==> src/rtl/core/ecc_pkg.sv <==
// Epoch calendar converter package: payload structs, sequencer states,
// arithmetic unit request/response types, calendar constants and month table.
// No dependencies.
`timescale 1ns / 1ps
`default_nettype none

package ecc_pkg;

  localparam logic OP_TO_COUNT = 1'b0;
  localparam logic OP_TO_DATE  = 1'b1;

  localparam logic [31:0] SECS_LEAP_YEAR   = 32'd31622400;
  localparam logic [31:0] SECS_COMMON_YEAR = 32'd31536000;
  localparam logic [31:0] SECS_PER_DAY     = 32'd86400;
  localparam logic [31:0] SECS_PER_HOUR    = 32'd3600;
  localparam logic [31:0] SECS_PER_MIN     = 32'd60;
  localparam logic [31:0] DAYS_LEAP_YEAR   = 32'd366;
  localparam logic [31:0] DAYS_COMMON_YEAR = 32'd365;

  localparam logic [11:0] YEAR_FIRST = 12'd1970;
  localparam logic [11:0] YEAR_LAST  = 12'd2099;

  localparam logic [1:0] MOD4_FIRST   = 2'd2;
  localparam logic [6:0] MOD100_FIRST = 7'd70;
  localparam logic [8:0] MOD400_FIRST = 9'd370;
  localparam logic [6:0] MOD100_LAST  = 7'd99;
  localparam logic [8:0] MOD400_LAST  = 9'd399;

  localparam logic [3:0] MONTHS       = 4'd12;
  localparam logic [3:0] MONTH_LAST   = 4'd11;
  localparam logic [3:0] DIV_DAY_TOP  = 4'd15;
  localparam logic [3:0] DIV_HOUR_TOP = 4'd4;
  localparam logic [3:0] DIV_MIN_TOP  = 4'd5;

  typedef struct packed {
    logic        op;
    logic [11:0] year_in;
    logic [3:0]  month_in;
    logic [4:0]  day_in;
    logic [4:0]  hour_in;
    logic [5:0]  minute_in;
    logic [5:0]  sec_in;
    logic [31:0] count_in;
  } ecc_in_t;

  typedef struct packed {
    logic        status;
    logic [31:0] count_out;
    logic [11:0] year_out;
    logic [3:0]  month_out;
    logic [4:0]  day_out;
    logic [4:0]  hour_out;
    logic [5:0]  minute_out;
    logic [5:0]  sec_out;
  } ecc_out_t;

  typedef struct packed {
    logic [31:0] a;
    logic [31:0] b;
    logic        sub;
  } alu_req_t;

  typedef struct packed {
    logic [31:0] sum;
    logic        ge;
  } alu_rsp_t;

  typedef enum logic [3:0] {
    ST_IDLE,
    ST_C_YEAR,
    ST_C_MON,
    ST_C_DADJ,
    ST_C_DAYS,
    ST_C_HOUR,
    ST_C_MIN,
    ST_C_SEC,
    ST_D_DIV,
    ST_D_YEAR,
    ST_D_MON,
    ST_D_HOUR,
    ST_D_MIN,
    ST_DONE
  } state_t;

  function automatic logic [4:0] month_days(input logic [3:0] m, input logic leap);
    logic [4:0] len;
    case (m)
      4'd0:    len = 5'd31;
      4'd1:    len = leap ? 5'd29 : 5'd28;
      4'd2:    len = 5'd31;
      4'd3:    len = 5'd30;
      4'd4:    len = 5'd31;
      4'd5:    len = 5'd30;
      4'd6:    len = 5'd31;
      4'd7:    len = 5'd31;
      4'd8:    len = 5'd30;
      4'd9:    len = 5'd31;
      4'd10:   len = 5'd30;
      4'd11:   len = 5'd31;
      default: len = 5'd0;
    endcase
    return len;
  endfunction

endpackage

`default_nettype wire

==> src/rtl/core/ecc_alu.sv <==
// Shared 32-bit add/subtract unit with no-borrow flag for the converter.
// Depends on ecc_pkg.
`timescale 1ns / 1ps
`default_nettype none

module ecc_alu (
  input  ecc_pkg::alu_req_t req,
  output ecc_pkg::alu_rsp_t rsp
);

  logic [32:0] wide;

  assign wide = {1'b0, req.a} + {1'b0, (req.sub ? ~req.b : req.b)} + 33'(req.sub);

  always_comb begin
    rsp.sum = wide[31:0];
    rsp.ge  = wide[32];
  end

endmodule

`default_nettype wire

==> src/rtl/core/epoch_calendar_converter.sv <==
// Epoch calendar converter: one transaction at a time, one shared add/subtract unit.
// Date to count: year and month accumulation, day adjust, then day, hour, minute and
// second terms. Count to date: 16-step day division, year/month peel, 5- and 6-step
// hour/minute division. busy drops as the strobe rises, so the next transaction can be
// accepted in the strobe cycle.
// The result strobe lasts one cycle; the receiver cannot stall it.
// Synchronous active-low reset returns the sequencer to idle; datapath is not reset.
`timescale 1ns / 1ps
`default_nettype none

module epoch_calendar_converter (
  input  logic              clk,
  input  logic              rst_n,
  input  logic              start,
  output logic              busy,
  input  ecc_pkg::ecc_in_t  in_item,
  output logic              out_valid,
  output ecc_pkg::ecc_out_t out_item
);

  ecc_pkg::state_t   state_r, state_nxt;
  ecc_pkg::ecc_in_t  item_r, item_nxt;
  ecc_pkg::ecc_out_t out_item_r, out_item_nxt;
  logic              out_valid_r, out_valid_nxt;
  logic [31:0]       acc_r, acc_nxt;
  logic [11:0]       year_r, year_nxt;
  logic [1:0]        m4_r, m4_nxt;
  logic [6:0]        m100_r, m100_nxt;
  logic [8:0]        m400_r, m400_nxt;
  logic [3:0]        idx_r, idx_nxt;
  logic [15:0]       days_r, days_nxt;
  logic [4:0]        hour_r, hour_nxt;
  logic [5:0]        min_r, min_nxt;
  logic [3:0]        mon_r, mon_nxt;
  logic              err_r, err_nxt;

  ecc_pkg::alu_req_t alu_req;
  ecc_pkg::alu_rsp_t alu_rsp;

  logic       leap;
  logic       in_year_bad;
  logic [3:0] mon_m1;
  logic [3:0] months_before;
  logic [4:0] mon_len;

  ecc_alu u_alu (
    .req (alu_req),
    .rsp (alu_rsp)
  );

  assign leap = ((m4_r == 2'd0) && (m100_r != 7'd0)) || (m400_r == 9'd0);
  assign in_year_bad = (in_item.year_in < ecc_pkg::YEAR_FIRST) ||
                       (in_item.year_in > ecc_pkg::YEAR_LAST);
  assign mon_m1 = item_r.month_in - 4'd1;
  assign months_before = (item_r.month_in == 4'd0) ? 4'd0 :
                         ((mon_m1 > ecc_pkg::MONTHS) ? ecc_pkg::MONTHS : mon_m1);
  assign mon_len = ecc_pkg::month_days(idx_r, leap);

  assign busy      = (state_r != ecc_pkg::ST_IDLE);
  assign out_valid = out_valid_r;
  assign out_item  = out_item_r;

  always_comb begin
    state_nxt = state_r;
    unique case (state_r)
      ecc_pkg::ST_IDLE: begin
        if (start) begin
          if (in_item.op == ecc_pkg::OP_TO_DATE) begin
            state_nxt = ecc_pkg::ST_D_DIV;
          end else if (in_year_bad) begin
            state_nxt = ecc_pkg::ST_DONE;
          end else begin
            state_nxt = ecc_pkg::ST_C_YEAR;
          end
        end
      end
      ecc_pkg::ST_C_YEAR: begin
        if (year_r == item_r.year_in) state_nxt = ecc_pkg::ST_C_MON;
      end
      ecc_pkg::ST_C_MON: begin
        if (idx_r == months_before) state_nxt = ecc_pkg::ST_C_DADJ;
      end
      ecc_pkg::ST_C_DADJ: state_nxt = ecc_pkg::ST_C_DAYS;
      ecc_pkg::ST_C_DAYS: state_nxt = ecc_pkg::ST_C_HOUR;
      ecc_pkg::ST_C_HOUR: state_nxt = ecc_pkg::ST_C_MIN;
      ecc_pkg::ST_C_MIN:  state_nxt = ecc_pkg::ST_C_SEC;
      ecc_pkg::ST_C_SEC:  state_nxt = ecc_pkg::ST_DONE;
      ecc_pkg::ST_D_DIV: begin
        if (idx_r == 4'd0) state_nxt = ecc_pkg::ST_D_YEAR;
      end
      ecc_pkg::ST_D_YEAR: begin
        if (!alu_rsp.ge) state_nxt = ecc_pkg::ST_D_MON;
      end
      ecc_pkg::ST_D_MON: begin
        if ((idx_r == ecc_pkg::MONTHS) || !alu_rsp.ge) state_nxt = ecc_pkg::ST_D_HOUR;
      end
      ecc_pkg::ST_D_HOUR: begin
        if (idx_r == 4'd0) state_nxt = ecc_pkg::ST_D_MIN;
      end
      ecc_pkg::ST_D_MIN: begin
        if (idx_r == 4'd0) state_nxt = ecc_pkg::ST_DONE;
      end
      ecc_pkg::ST_DONE: state_nxt = ecc_pkg::ST_IDLE;
      default:          state_nxt = ecc_pkg::ST_IDLE;
    endcase
  end

  always_comb begin
    alu_req.a   = acc_r;
    alu_req.b   = 32'd0;
    alu_req.sub = 1'b0;
    unique case (state_r)
      ecc_pkg::ST_C_YEAR: begin
        alu_req.b = leap ? ecc_pkg::SECS_LEAP_YEAR : ecc_pkg::SECS_COMMON_YEAR;
      end
      ecc_pkg::ST_C_MON: begin
        alu_req.b = 32'(mon_len) * ecc_pkg::SECS_PER_DAY;
      end
      ecc_pkg::ST_C_DADJ: begin
        alu_req.b   = ecc_pkg::SECS_PER_DAY;
        alu_req.sub = 1'b1;
      end
      ecc_pkg::ST_C_DAYS: begin
        alu_req.b = 32'(item_r.day_in) * ecc_pkg::SECS_PER_DAY;
      end
      ecc_pkg::ST_C_HOUR: begin
        alu_req.b = 32'(item_r.hour_in) * ecc_pkg::SECS_PER_HOUR;
      end
      ecc_pkg::ST_C_MIN: begin
        alu_req.b = 32'(item_r.minute_in) * ecc_pkg::SECS_PER_MIN;
      end
      ecc_pkg::ST_C_SEC: begin
        alu_req.b = 32'(item_r.sec_in);
      end
      ecc_pkg::ST_D_DIV: begin
        alu_req.b   = ecc_pkg::SECS_PER_DAY << idx_r;
        alu_req.sub = 1'b1;
      end
      ecc_pkg::ST_D_YEAR: begin
        alu_req.a   = 32'(days_r);
        alu_req.b   = leap ? ecc_pkg::DAYS_LEAP_YEAR : ecc_pkg::DAYS_COMMON_YEAR;
        alu_req.sub = 1'b1;
      end
      ecc_pkg::ST_D_MON: begin
        alu_req.a   = 32'(days_r);
        alu_req.b   = 32'(mon_len);
        alu_req.sub = 1'b1;
      end
      ecc_pkg::ST_D_HOUR: begin
        alu_req.b   = ecc_pkg::SECS_PER_HOUR << idx_r;
        alu_req.sub = 1'b1;
      end
      ecc_pkg::ST_D_MIN: begin
        alu_req.b   = ecc_pkg::SECS_PER_MIN << idx_r;
        alu_req.sub = 1'b1;
      end
      default: begin
        alu_req.sub = 1'b0;
      end
    endcase
  end

  always_comb begin
    item_nxt      = item_r;
    out_item_nxt  = out_item_r;
    out_valid_nxt = 1'b0;
    acc_nxt       = acc_r;
    year_nxt      = year_r;
    m4_nxt        = m4_r;
    m100_nxt      = m100_r;
    m400_nxt      = m400_r;
    idx_nxt       = idx_r;
    days_nxt      = days_r;
    hour_nxt      = hour_r;
    min_nxt       = min_r;
    mon_nxt       = mon_r;
    err_nxt       = err_r;
    unique case (state_r)
      ecc_pkg::ST_IDLE: begin
        if (start) begin
          item_nxt = in_item;
          acc_nxt  = (in_item.op == ecc_pkg::OP_TO_DATE) ? in_item.count_in : 32'd0;
          year_nxt = ecc_pkg::YEAR_FIRST;
          m4_nxt   = ecc_pkg::MOD4_FIRST;
          m100_nxt = ecc_pkg::MOD100_FIRST;
          m400_nxt = ecc_pkg::MOD400_FIRST;
          days_nxt = 16'd0;
          err_nxt  = (in_item.op == ecc_pkg::OP_TO_COUNT) && in_year_bad;
          idx_nxt  = (in_item.op == ecc_pkg::OP_TO_DATE) ? ecc_pkg::DIV_DAY_TOP : 4'd0;
        end
      end
      ecc_pkg::ST_C_YEAR: begin
        if (year_r != item_r.year_in) begin
          acc_nxt  = alu_rsp.sum;
          year_nxt = year_r + 12'd1;
          m4_nxt   = m4_r + 2'd1;
          m100_nxt = (m100_r == ecc_pkg::MOD100_LAST) ? 7'd0 : m100_r + 7'd1;
          m400_nxt = (m400_r == ecc_pkg::MOD400_LAST) ? 9'd0 : m400_r + 9'd1;
        end
      end
      ecc_pkg::ST_C_MON: begin
        if (idx_r != months_before) begin
          acc_nxt = alu_rsp.sum;
          idx_nxt = idx_r + 4'd1;
        end
      end
      ecc_pkg::ST_C_DADJ: begin
        acc_nxt = alu_rsp.sum;
      end
      ecc_pkg::ST_C_DAYS: begin
        acc_nxt = alu_rsp.sum;
      end
      ecc_pkg::ST_C_HOUR: begin
        acc_nxt = alu_rsp.sum;
      end
      ecc_pkg::ST_C_MIN: begin
        acc_nxt = alu_rsp.sum;
      end
      ecc_pkg::ST_C_SEC: begin
        acc_nxt = alu_rsp.sum;
      end
      ecc_pkg::ST_D_DIV: begin
        if (alu_rsp.ge) acc_nxt = alu_rsp.sum;
        days_nxt = {days_r[14:0], alu_rsp.ge};
        idx_nxt  = idx_r - 4'd1;
      end
      ecc_pkg::ST_D_YEAR: begin
        if (alu_rsp.ge) begin
          days_nxt = alu_rsp.sum[15:0];
          year_nxt = year_r + 12'd1;
          m4_nxt   = m4_r + 2'd1;
          m100_nxt = (m100_r == ecc_pkg::MOD100_LAST) ? 7'd0 : m100_r + 7'd1;
          m400_nxt = (m400_r == ecc_pkg::MOD400_LAST) ? 9'd0 : m400_r + 9'd1;
        end else begin
          idx_nxt = 4'd0;
        end
      end
      ecc_pkg::ST_D_MON: begin
        if ((idx_r != ecc_pkg::MONTHS) && alu_rsp.ge) begin
          days_nxt = alu_rsp.sum[15:0];
          idx_nxt  = idx_r + 4'd1;
        end else begin
          mon_nxt = (idx_r > ecc_pkg::MONTH_LAST) ? ecc_pkg::MONTH_LAST : idx_r;
          idx_nxt = ecc_pkg::DIV_HOUR_TOP;
        end
      end
      ecc_pkg::ST_D_HOUR: begin
        if (alu_rsp.ge) acc_nxt = alu_rsp.sum;
        hour_nxt = {hour_r[3:0], alu_rsp.ge};
        idx_nxt  = (idx_r == 4'd0) ? ecc_pkg::DIV_MIN_TOP : idx_r - 4'd1;
      end
      ecc_pkg::ST_D_MIN: begin
        if (alu_rsp.ge) acc_nxt = alu_rsp.sum;
        min_nxt = {min_r[4:0], alu_rsp.ge};
        idx_nxt = idx_r - 4'd1;
      end
      ecc_pkg::ST_DONE: begin
        out_valid_nxt = 1'b1;
        out_item_nxt  = '0;
        if (item_r.op == ecc_pkg::OP_TO_COUNT) begin
          out_item_nxt.status    = err_r;
          out_item_nxt.count_out = err_r ? 32'd0 : acc_r;
        end else begin
          out_item_nxt.year_out   = year_r;
          out_item_nxt.month_out  = mon_r + 4'd1;
          out_item_nxt.day_out    = days_r[4:0] + 5'd1;
          out_item_nxt.hour_out   = hour_r;
          out_item_nxt.minute_out = min_r;
          out_item_nxt.sec_out    = acc_r[5:0];
        end
      end
      default: begin
        out_valid_nxt = 1'b0;
      end
    endcase
  end

  always_ff @(posedge clk) begin
    if (!rst_n) begin
      state_r     <= ecc_pkg::ST_IDLE;
      out_valid_r <= 1'b0;
    end else begin
      state_r     <= state_nxt;
      out_valid_r <= out_valid_nxt;
    end
  end

  always_ff @(posedge clk) begin
    item_r     <= item_nxt;
    out_item_r <= out_item_nxt;
    acc_r      <= acc_nxt;
    year_r     <= year_nxt;
    m4_r       <= m4_nxt;
    m100_r     <= m100_nxt;
    m400_r     <= m400_nxt;
    idx_r      <= idx_nxt;
    days_r     <= days_nxt;
    hour_r     <= hour_nxt;
    min_r      <= min_nxt;
    mon_r      <= mon_nxt;
    err_r      <= err_nxt;
  end

endmodule

`default_nettype wire
==> config.mk <==
export PLATFORM = sky130hd
export DESIGN_NAME = epoch_calendar_converter
export DESIGN_NICKNAME = d
export VERILOG_FILES = /design/src/rtl/core/ecc_pkg.sv /design/src/rtl/core/ecc_alu.sv /design/src/rtl/core/epoch_calendar_converter.sv
export SDC_FILE = /design/constraint.sdc
export NUM_CORES = 1
export LEC_CHECK = 0
export BUFFER_PORTS_ARGS = -buffer_cell sky130_fd_sc_hd__buf_2
export CORE_AREA = 2 2 134 188
export DETAILED_ROUTE_END_ITERATION = 12
export DIE_AREA = 0 0 136 190
export HOLD_SLACK_MARGIN = 0.03
export PLACE_DENSITY_LB_ADDON = 0.25
export RECOVER_POWER = 100
export SETUP_SLACK_MARGIN = 0.1
export SLEW_MARGIN = 20
export SYNTH_ARGS = -nofsm -noshare
export SYNTH_HDL_FRONTEND = slang
export SYNTH_SLANG_ARGS = --single-unit
==> constraint.sdc <==
create_clock -name clk -period 12.7 [get_ports clk]
set_clock_uncertainty 0.05 [all_clocks]
set_input_delay 0.635 -clock clk [delete_from_list [all_inputs] [get_ports clk]]
set_output_delay 0.635 -clock clk [all_outputs]
set_load 0.02 [all_outputs]
==> summary by stage <==
Setup path
The setup path with the least slack is of type reg2reg. The terminus of the critical flop-to-flop path is days_r[3]. The endpoint class of the critical path is a register. The cell at the slowest stage of the critical path is nor3_1.

In this design, the stage delay of the slowest critical-path cell is 1.72 ns. The length in cells of the worst reg-to-reg path is 16. The setup check on the worst reg-to-reg path leaves a slack of 3.58 ns.

Counting both buffers and inverters, the worst setup path holds a total of 1. Traced cell by cell, the critical path runs through clkbuf_1 > nand2b_1 > o21ai_0 > and2_0 > nand2b_1 > o31ai_1 > xnor2_1 > ha_1 > o21ai_0 > o21ai_0 > and2_0 > a21o_1 > nand4_1 > nand2_1 > a21oi_1 > nor3_1. On the critical path the largest part of the delay comes from simple AND/OR/NAND/NOR gates.

The worst setup path is launched from a register. The cell with the most instances on the worst path is o21ai_0. The signal arrival time at the worst endpoint is 9.17 ns. The top fanout value on the critical path is 41.

The launch instance of the worst register-to-register path is state_r[0]. At the worst endpoint, the required time is 12.75 ns.

Route
For this run, the detailed router's first-pass iteration total came to 6. The DRC marker count from the first detailed-route iteration is 1400. After detailed routing, the number of remaining DRC violations is 0. Using the TritonRoute via totals, the vias-per-cell ratio works out to 6.17. The detailed-route via count is 11800.

Summed over all layers, the routed wires come to 38.7 mm. The routed length per instance is 20.2 µm. The remaining antenna violation count after routing is 0.

Synthesis
Yosys printed 0 warnings. Summing every instance area after synthesis gives 14500 µm². The proportion of synthesized area in mux cells is 0.00551. The netlist uses 82 different library cells. The adder and majority cell fraction of the synthesized area is 0.112. The flip-flop cell with the highest count after synthesis is edfxtp_1. The largest family of logic cells by synthesized area is simple AND/OR/NAND/NOR gates.

The average cell area after synthesis is 9.84 µm². In this run, synthesis inferred 208 flip-flops with an integrated enable. The number of nets in the synthesized netlist is 1669. The share of the synthesized area in compound gates (AO/OA/AOI/OAI) is 0.166. The async set-or-reset flop fraction in the synthesized netlist is 0.

The number of synthesized register bits is 213. Of the total synthesized cell area, the portion taken by AND, OR, NAND and NOR gates is 0.175. The number of instances in the synthesized netlist is 1475. Of the total synthesized cell area, the portion taken by XOR and XNOR cells is 0.0651. Of the synthesized area, sequential elements account for 0.437.

Floorplanning
The width of the die is 136 µm. The floorplan has 68 rows. The area of the die is 25800 µm².

The effective utilization at floorplan is 0.597. The die outline height is 190 µm. The floorplan step defined a core boundary enclosing 24300 µm².

In this run the count of I/O pins placed on the die edge is 147.

Global route
In the global route stage, overall resource usage came out at 0.298. After global routing the overflow that remains totals 0. The maximum number of pins on one net before global-route repair is 73. The first global-routing pass estimated 60.7 mm of wire. The global routing met2 resource utilization is 0.522. The global routing met1 resource utilization is 0.369. The global routing's busiest layer is met2. The number of antenna violations at the first check in global routing was 1. For this run, global-route usage on met3 was measured as 0.0322. The via count of the first global-routing pass is 11600.

Timing
After layout, the worst setup slack is 3.58 ns. Setup repair after global routing left no endpoint under its margin. Measured against its own limit, the worst slew margin works out to -1.51. The slew at the pin with the worst max-slew slack is 3.77 ns. Derived from the worst setup path, the maximum achievable clock frequency is 0.110 GHz. The share of the clock period used by the worst path after layout is 0.718. The final-report max-slew violation count is 353.

The worst hold slack is 0.237 ns. The number of hold-slack violations in the final timing report was 0. Setup violations remaining at the end of the flow were counted as 0. The shortest period the worst path allows is 9.12 ns.

Setup total negative slack on the finished layout was measured at 0 ns.

Clock network
The maximum buffer depth of the clock tree is 3. The clock sink total is 213. The post-cts resize count is 0. The clock tree from TritonCTS is built. After clock tree synthesis, the flow added hold-fix buffers numbering 0. Post-CTS timing repair inserted 0 buffers for setup. After clock tree synthesis, the clock-pin slew on the worst setup and hold paths is 0.06 ns. In this run the number of H-tree levels came out at 1. Counting the buffers created by CTS gives 21. The clock root buffer is clkbuf_16.

At the later pin of the worst-skew pair, clock insertion delay measures 0.52 ns.

Min path
The kind of path behind the tightest hold check is in2reg. The worst hold path startpoint is in_item[56]. The hold-critical path depth is 1. The worst hold path terminates at item_r[56].

Cells and area
After the flow finishes, the layout carries non-filler instances totaling 1919. Leaving out fill and tap cells, the most frequent cells in the layout are edfxtp_1 (208), nand2_1 (171), ha_1 (104). The library cell used most frequently in the layout, excluding fill and tap cells, is edfxtp_1. The ratio of cells with drive above 1 in the final layout is 0.0755. The final-stage net count is 1782. The area growth from synthesis to final layout is 9.88%.

Place
At the end of routability-driven placement, the weighted congestion stood at 0.985. Before CTS, the worst setup slack after placement is 5.84 ns. The count of placed standard cells including taps is 1880. The wire-length estimate of the detail-placed layout is 29.4 mm.

The number of buffers inserted by port buffering is 146.

Run
The count of maximum capacitance violations is 9.

Run status
The run finished, with violations left. The checks that failed: max-capacitance violations, max-slew violations.
-- state kept, by name, indices dropped and copies added (netlist names), 5 cells and up --
signal,flops
out_item,71
item_r,39
acc_r,32
days_r,16
year_r,12
m400_r,9
m100_r,7
min_r,6
hour_r,5
-- area by class of cell --
| cell class | count | area [µm²] |
|---|---|---|
| Fill cell | 2034 | 8380 |
| Multi-Input combinational cell | 1123 | 7610 |
| Sequential cell | 213 | 6350 |
| Timing Repair Buffer | 163 | 719 |
| Clock buffer | 25 | 541 |
| Tap cell | 315 | 394 |
| Inverter | 66 | 248 |
| Clock inverter | 13 | 91.3 |
| Antenna cell | 1 | 2.50 |
-- kinds of logic (layout without fill, tap and decap cells) --
group | count (synthesis) | count (layout)
AND/OR/NAND/NOR | 520 | 520
AO/OA/AOI/OAI | 367 | 367
flip-flops | 213 | 213
buffers and inverters | 139 | 267
adder cells (fa/ha/maj) | 120 | 120
XOR/XNOR | 108 | 108
multiplexers | 8 | 8
other | 0 | 1
-- cell usage after synthesis, types with 6 or more instances --
library cell	count	share of area
ha_1	104	0.090
nor2_1	84	0.022
a22o_1	12	0.0072
a21boi_0	6	0.0031
xor2_1	50	0.030
edfxtp_1	208	0.43
xnor2_1	58	0.035
o22ai_1	16	0.0069
a221oi_1	11	0.0066
a21o_1	30	0.016
o211ai_1	13	0.0067
inv_1	60	0.016
and2_1	90	0.039
o21bai_1	11	0.0057
fa_1	16	0.022
nand2_1	171	0.044
mux2i_1	8	0.0055
a22oi_1	10	0.0052
nor2b_1	14	0.0060
nor3_1	18	0.0062
nand4_1	17	0.0073
o21ai_1	7	0.0024
clkbuf_1	57	0.015
a21oi_1	77	0.027
o21ai_0	84	0.029
nand2b_1	15	0.0065
and3_1	14	0.0060
nand3_1	73	0.025
o31ai_1	9	0.0047
a31oi_1	26	0.011
-- per-layer routing --
layer | part of all wire | vias to the layer above
met5 | 0 | -
met4 | 0.052 | 0
met3 | 0.063 | 117
met2 | 0.50 | 507
met1 | 0.39 | 5623
li1 | - | 5596
-- worst max-delay path by stage --
stage               startpoint          to  slack, ns  depth (start not counted)
floorplan           item_r[38]   m100_r[0]       2.86                         20
global placement      idx_r[0]  days_r[14]       5.75                         19
detailed placement    idx_r[0]  days_r[14]       5.84                         20
CTS                   idx_r[0]   days_r[6]       5.83                         20
global route        state_r[0]   days_r[0]       3.20                         16
finish              state_r[0]   days_r[3]       3.58                         16
-- through the flow --
stage                      util  instance area, µm²
after CTS                 0.663               16100
after floorplan               -               14500
after global placement    0.637               15500
after detailed placement  0.637               15500
final                     0.656               16000
after global routing      0.656               16000
Power is not shown: default switching activity piles up to over one toggle a cycle in this logic, so the estimate is an artifact.
